## config.mk

```make
export PLATFORM = sky130hd
export DESIGN_NAME = rqlh_ctrl
export DESIGN_NICKNAME = d
export VERILOG_FILES = /design/src/rtl/core/rqlh_pkg.sv /design/src/rtl/core/rqlh_ctrl.sv
export SDC_FILE = /design/constraint.sdc
export NUM_CORES = 1
export LEC_CHECK = 0
export BUFFER_PORTS_ARGS = -buffer_cell sky130_fd_sc_hd__buf_2
export CORE_MARGIN = 2
export CORE_UTILIZATION = 59
export CTS_BUF_LIST = sky130_fd_sc_hd__clkbuf_8
export DETAILED_ROUTE_END_ITERATION = 8
export HOLD_SLACK_MARGIN = 0.06
export PLACE_DENSITY_LB_ADDON = 0.25
export SYNTH_ARGS = -nofsm -noshare
export SYNTH_HDL_FRONTEND = slang
export SYNTH_SLANG_ARGS = --single-unit
```

## constraint.sdc

```tcl
create_clock -name clk -period 4.8 [get_ports clk]
set_clock_uncertainty 0.15 [all_clocks]
set_input_delay 0.48 -clock clk [delete_from_list [all_inputs] [get_ports clk]]
set_output_delay 0.48 -clock clk [all_outputs]
set_load 0.03 [all_outputs]
```

## src/rtl/core/rqlh_pkg.sv

```systemverilog
// Shared types, constants and command codes of the run-queue latency histogram.
`timescale 1ns / 1ps
package rqlh_pkg;

    localparam int DEF_TABLE_DEPTH = 256;
    localparam int DEF_NUM_SLOTS   = 26;
    localparam int DEF_NUM_CPUS    = 8;

    localparam int TID_W    = 22;
    localparam int TIME_W   = 64;
    localparam int CPU_W    = 8;
    localparam int BIN_W    = 5;
    localparam int LAT_W    = 55;
    localparam int COUNT_W  = 64;
    localparam int CFG_IDX_W = 2;
    localparam int CFG_W    = 22;

    localparam int LOG2_CAP  = 25;
    localparam int NS_PER_US = 1000;

    // Division by 1000 is a shift by 3 followed by a reciprocal multiply for 125.
    // The 64 by 64 product is built from four 32 by 32 partial products.
    localparam int          DIV_STEPS   = 4;
    localparam int          DIV_PRE_SH  = 3;
    localparam int          DIV_POST_SH = 68;
    localparam logic [63:0] DIV_MAGIC   = 64'h20C4_9BA5_E353_F7CF;

    localparam logic [1:0] CMD_WAKE   = 2'd0;
    localparam logic [1:0] CMD_SWITCH = 2'd1;
    localparam logic [1:0] CMD_READ   = 2'd2;

    localparam logic [CFG_IDX_W-1:0] REG_TARGET_TGID    = 2'd0;
    localparam logic [CFG_IDX_W-1:0] REG_PER_CPU_ENABLE = 2'd1;

    typedef struct packed {
        logic load_item;
        logic clr_step;
        logic scan_start;
        logic scan_key_b;
        logic enq_write;
        logic deq_inval;
        logic div_start;
        logic div_step;
        logic log_start;
        logic log_step;
        logic hist_rd;
        logic hist_wr;
        logic read_rd;
        logic read_cap;
        logic out_load;
    } rqlh_cmd_t;

    typedef struct packed {
        logic clr_done;
        logic pass_a;
        logic pass_b;
        logic is_wake;
        logic is_switch;
        logic is_read;
        logic prev_run;
        logic scan_done;
        logic scan_hit;
        logic div_done;
        logic log_done;
    } rqlh_status_t;

endpackage

```

## src/rtl/core/rqlh_ctrl.sv

```systemverilog
// State machine that sequences clearing, table scans, division, log2, updates, reads.
`timescale 1ns / 1ps
module rqlh_ctrl (
    input  logic                   clk,
    input  logic                   rst_n,
    input  logic                   in_valid,
    output logic                   in_ready,
    output logic                   out_valid,
    input  logic                   out_ready,
    input  rqlh_pkg::rqlh_status_t sts,
    output rqlh_pkg::rqlh_cmd_t    ctl
);
    import rqlh_pkg::*;

    typedef enum logic [16:0] {
        S_CLEAR    = 17'b00000000000000001,
        S_IDLE     = 17'b00000000000000010,
        S_DECODE   = 17'b00000000000000100,
        S_ENQ_GO   = 17'b00000000000001000,
        S_ENQ_SCAN = 17'b00000000000010000,
        S_ENQ_WR   = 17'b00000000000100000,
        S_DEQ_GO   = 17'b00000000001000000,
        S_DEQ_SCAN = 17'b00000000010000000,
        S_DEQ_HIT  = 17'b00000000100000000,
        S_DIV      = 17'b00000001000000000,
        S_LOG_GO   = 17'b00000010000000000,
        S_LOG      = 17'b00000100000000000,
        S_HIST_RD  = 17'b00001000000000000,
        S_HIST_WR  = 17'b00010000000000000,
        S_READ_RD  = 17'b00100000000000000,
        S_READ_CAP = 17'b01000000000000000,
        S_DONE     = 17'b10000000000000000
    } state_t;

    state_t state_reg;
    state_t state_next;
    logic   out_valid_reg;
    logic   out_valid_next;

    assign in_ready  = (state_reg == S_IDLE);
    assign out_valid = out_valid_reg;

    always_comb
    begin
        state_next     = state_reg;
        ctl            = '0;
        out_valid_next = out_valid_reg && !out_ready;
        unique case (state_reg)
            S_CLEAR:
            begin
                ctl.clr_step = 1'b1;
                if (sts.clr_done)
                begin
                    state_next = S_IDLE;
                end
            end
            S_IDLE:
            begin
                if (in_valid)
                begin
                    ctl.load_item = 1'b1;
                    state_next    = S_DECODE;
                end
            end
            S_DECODE:
            begin
                if (sts.is_wake)
                begin
                    state_next = sts.pass_a ? S_ENQ_GO : S_DONE;
                end
                else if (sts.is_switch)
                begin
                    if (sts.prev_run && sts.pass_a)
                    begin
                        state_next = S_ENQ_GO;
                    end
                    else
                    begin
                        state_next = sts.pass_b ? S_DEQ_GO : S_DONE;
                    end
                end
                else if (sts.is_read)
                begin
                    state_next = S_READ_RD;
                end
                else
                begin
                    state_next = S_DONE;
                end
            end
            S_ENQ_GO:
            begin
                ctl.scan_start = 1'b1;
                state_next     = S_ENQ_SCAN;
            end
            S_ENQ_SCAN:
            begin
                if (sts.scan_done)
                begin
                    state_next = S_ENQ_WR;
                end
            end
            S_ENQ_WR:
            begin
                ctl.enq_write = 1'b1;
                state_next    = (sts.is_switch && sts.pass_b) ? S_DEQ_GO : S_DONE;
            end
            S_DEQ_GO:
            begin
                ctl.scan_start = 1'b1;
                ctl.scan_key_b = 1'b1;
                state_next     = S_DEQ_SCAN;
            end
            S_DEQ_SCAN:
            begin
                if (sts.scan_done)
                begin
                    state_next = sts.scan_hit ? S_DEQ_HIT : S_DONE;
                end
            end
            S_DEQ_HIT:
            begin
                ctl.deq_inval = 1'b1;
                ctl.div_start = 1'b1;
                state_next    = S_DIV;
            end
            S_DIV:
            begin
                ctl.div_step = 1'b1;
                if (sts.div_done)
                begin
                    state_next = S_LOG_GO;
                end
            end
            S_LOG_GO:
            begin
                ctl.log_start = 1'b1;
                state_next    = S_LOG;
            end
            S_LOG:
            begin
                ctl.log_step = 1'b1;
                if (sts.log_done)
                begin
                    state_next = S_HIST_RD;
                end
            end
            S_HIST_RD:
            begin
                ctl.hist_rd = 1'b1;
                state_next  = S_HIST_WR;
            end
            S_HIST_WR:
            begin
                ctl.hist_wr = 1'b1;
                state_next  = S_DONE;
            end
            S_READ_RD:
            begin
                ctl.read_rd = 1'b1;
                state_next  = S_READ_CAP;
            end
            S_READ_CAP:
            begin
                ctl.read_cap = 1'b1;
                state_next   = S_DONE;
            end
            S_DONE:
            begin
                if (!out_valid_reg || out_ready)
                begin
                    ctl.out_load   = 1'b1;
                    out_valid_next = 1'b1;
                    state_next     = S_IDLE;
                end
            end
            default:
            begin
                state_next = S_IDLE;
            end
        endcase
    end

    always_ff @(posedge clk or negedge rst_n)
    begin
        if (!rst_n)
        begin
            state_reg     <= S_CLEAR;
            out_valid_reg <= 1'b0;
        end
        else
        begin
            state_reg     <= state_next;
            out_valid_reg <= out_valid_next;
        end
    end
endmodule

```

==> results.py <==
metrics = {
    "outcome": {
        "outcome": "finished clean",
    },
    "global_routing": {
        "grt.total_usage_pct": 24.2,
        "grt_max_degree": 19,
        "antenna_found_initial": 0,
        "grt_overflow_total": 0,
        "grt_first_pass_wirelength_um": 4850,
        "first_global_vias": 1102,
    },
    "worst_setup_path": {
        "cp.arrival_ps": 2370,
        "endpoint_kind": "output port",
        "critical_path_class": "reg2out",
        "setup.worst_path.start_class": "flip-flop",
        "crit_path_max_fanout": 7,
        "crit_required_ps": 4170,
    },
    "clock_tree": {
        "clkSlewWorstSetupHoldPaths_ps": 60,
        "clockBufferDepth": 2,
        "cts_tree": "done",
        "cts_inserted_buffers": 3,
        "cts-root-buf": "clkbuf_8",
        "clkSinkCount": 18,
        "htreeDepth": 1,
        "clk_latency_ps": 250,
    },
    "finish": {
        "finalNetCount": 178,
        "final_cell_mix": "31 x buf_2, 17 x dfrtp_1, 12 x nor2_1, 6 x nand2_1, 6 x nor3_1",
        "final_common_cell": "buf_2",
        "final_layout_size_suffix_gt1_share_pct": 35.2,
        "n_antenna_cell": 0,
        "fillers": 189,
        "design_area_um2": 1510,
        "fin_util_pct": 69.5,
        "largest_register_ffs": 17,
        "area_delta_synth_final_pct": 12.7,
    },
    "placement": {
        "place_area_um2": 1440,
        "place_congestion": 0.847,
        "place_ws_ps": 2170,
        "port-buffer-count": 31,
        "dp_hpwl_um": 2180,
    },
    "timing": {
        "fin_tns_setup_ps": 0,
        "finalSetupViolations": 0,
        "slew_headroom_pct": 66.6,
        "final-hold-violation-count": 0,
        "fin_ws_ps": 1800,
        "slew_violations": 0,
        "fin_crit_sh_pct": 62.4,
        "rsz0062_at_grt": "no",
        "max_freq_ghz": 0.334,
        "finalCriticalPeriod_ps": 3000,
        "timing_worst_slew_pin_value_ps": 494,
    },
    "synth": {
        "synth_top_area_share_pct": 31.8,
        "synth-seq-cells": 18,
        "netlist-cell-type-count": 54,
        "synth.avg_cell_area_um2": 10.1,
        "mappedNetlistArea_um2": 1340,
        "ys_seq_area_share_pct": 33.8,
        "yosys.area.top_type": "dfrtp_1",
        "yosys-top-cells-area": "dfrtp_1 32%, clkbuf_8 4.1%, nor2_1 3.4%, nor4_4 3.2%, nor3b_1 2.8%",
        "yosys_warnings": 0,
        "synthCells": 133,
        "syn_nets": 148,
    },
    "pwr": {
        "p_leak_nw": 0.730,
        "p_sw_share_pct": 40.2,
        "p_sw_uw": 226,
        "internal_power_uw": 335,
        "ir_worst_vdd_uv": 202,
        "power_frac_clock_pct": 21.9,
        "powerDensity_nw_per_um2": 372,
        "comb_power_share_pct": 44.6,
        "p_seq_share_pct": 33.5,
    },
    "floorplanning": {
        "die_h_um": 51.6,
        "dieArea_um2": 2660,
        "core_um2": 2170,
        "placementRows": 17,
        "start_util_pct": 61.6,
        "io_pins": 32,
        "chipWidth_um": 51.6,
    },
    "detailed_routing": {
        "num_vias": 1157,
        "finalWirelength_um": 2900,
        "dr.pass1.iters": 5,
        "final_antenna_net_count": 0,
        "drc_errors": 0,
        "drt_iter0_markers": 27,
        "viasPerCell": 6.09,
        "wl_per_cell_um": 15.3,
    },
    "min_path": {
        "hp-class": "in2reg",
    },
    "run": {
        "drv_cap": 0,
    },
}
-- power by group through the flow --
stage	clock network, mW	registers, mW	logic [mW]
floorplan	0	0.186	0.190
global placement	0	0.189	0.241
detailed placement	0	0.190	0.247
CTS	0.126	0.188	0.249
global route	0.130	0.190	0.272
finish	0.123	0.188	0.250
-- Yosys cell counts, drive strengths merged --
cell,n
or3,3
o2111ai,1
and2,3
a211oi,2
a31oi,1
inv,2
and3b,5
nor3,7
o22a,1
clkdlybuf4s15,1
and4,1
or3b,1
dfstp,1
xnor2,3
nand4,5
clkbuf,4
and3,1
nand2b,5
buf,2
or4,3
o21a,1
a221oi,1
o221ai,1
or4b,2
a21oi,4
o221a,1
o32ai,1
nor2,12
nor4,6
or2,1
dfrtp,17
a21o,2
o21bai,1
o21ai,6
and4b,1
xor2,2
nor4b,3
nor2b,2
nor3b,6
o21ba,1
nand3b,2
o31ai,1
or2b,1
nand2,6
-- critical path, cell delays in order (launching register included) --
cell     delay (ps)
dfrtp_1         440
nor4_2          520
nand4_1         340
nor4b_1         520
buf_2           290
-- path summary, 6_finish.rpt --
kind | start | end | slack, ps | cells past startpoint
worst min-delay path | sts[10] | state_reg[0] | 220 | 2
worst max register to register | state_reg[2] | state_reg[12] | 2370 | 5
min in group asynchronous | rst_n | state_reg[15] | 530 | 2
max in group asynchronous | rst_n | state_reg[0] | 3640 | 2
worst max-delay path | state_reg[2] | ctl[10] | 1800 | 4
worst min register to register | state_reg[4] | state_reg[8] | 490 | 1
-- what timing repair did --
action                                  in CTS  in global routing
endpoints found under the hold margin       17                  0
endpoints found under the setup margin       0                  0
hold buffers                                 1                  0
resized for setup                            0                  0
buffers inserted                             0                  0
-- cells by family (layout without fill, tap and decap cells) --
logic type | count (synthesis) | in the layout | share of synthesized area (%)
compound gates | 25 | 25 | 14.4
simple gates | 76 | 76 | 41.6
xor+xnor | 5 | 5 | 3.27
buf+inv | 9 | 38 | 6.92
flops | 18 | 18 | 33.8
-- per-stage QoR --
step	hold WS, ps	power, mW	instances
after floorplan	34.4	0.376	133
after global placement	281	0.430	185
after detailed placement	283	0.437	185
after CTS	211	0.563	190
after global routing	239	0.592	190
final	221	0.561	190
-- area by class of cell --
type                    count  area [um^2]  share of cell area (%)
multi-input cells         106          793                    52.6
flip-flops and latches     18          452                    30.0
repair buffers             32          165                    11.0
clock buffers               4         55.1                    3.65
well taps                  28         35.0                    2.32
inverters                   2         7.51                   0.498
-- per-layer routing --
layer,routed length [um],vias to the layer above,track usage [%]
met5,0,-,0
met4,23,0,4.82
met3,153,2,5.46
met2,1450,38,42.1
met1,1270,552,30.8
li1,-,565,-
No activity file was read; power rests on OpenSTA's default activity.
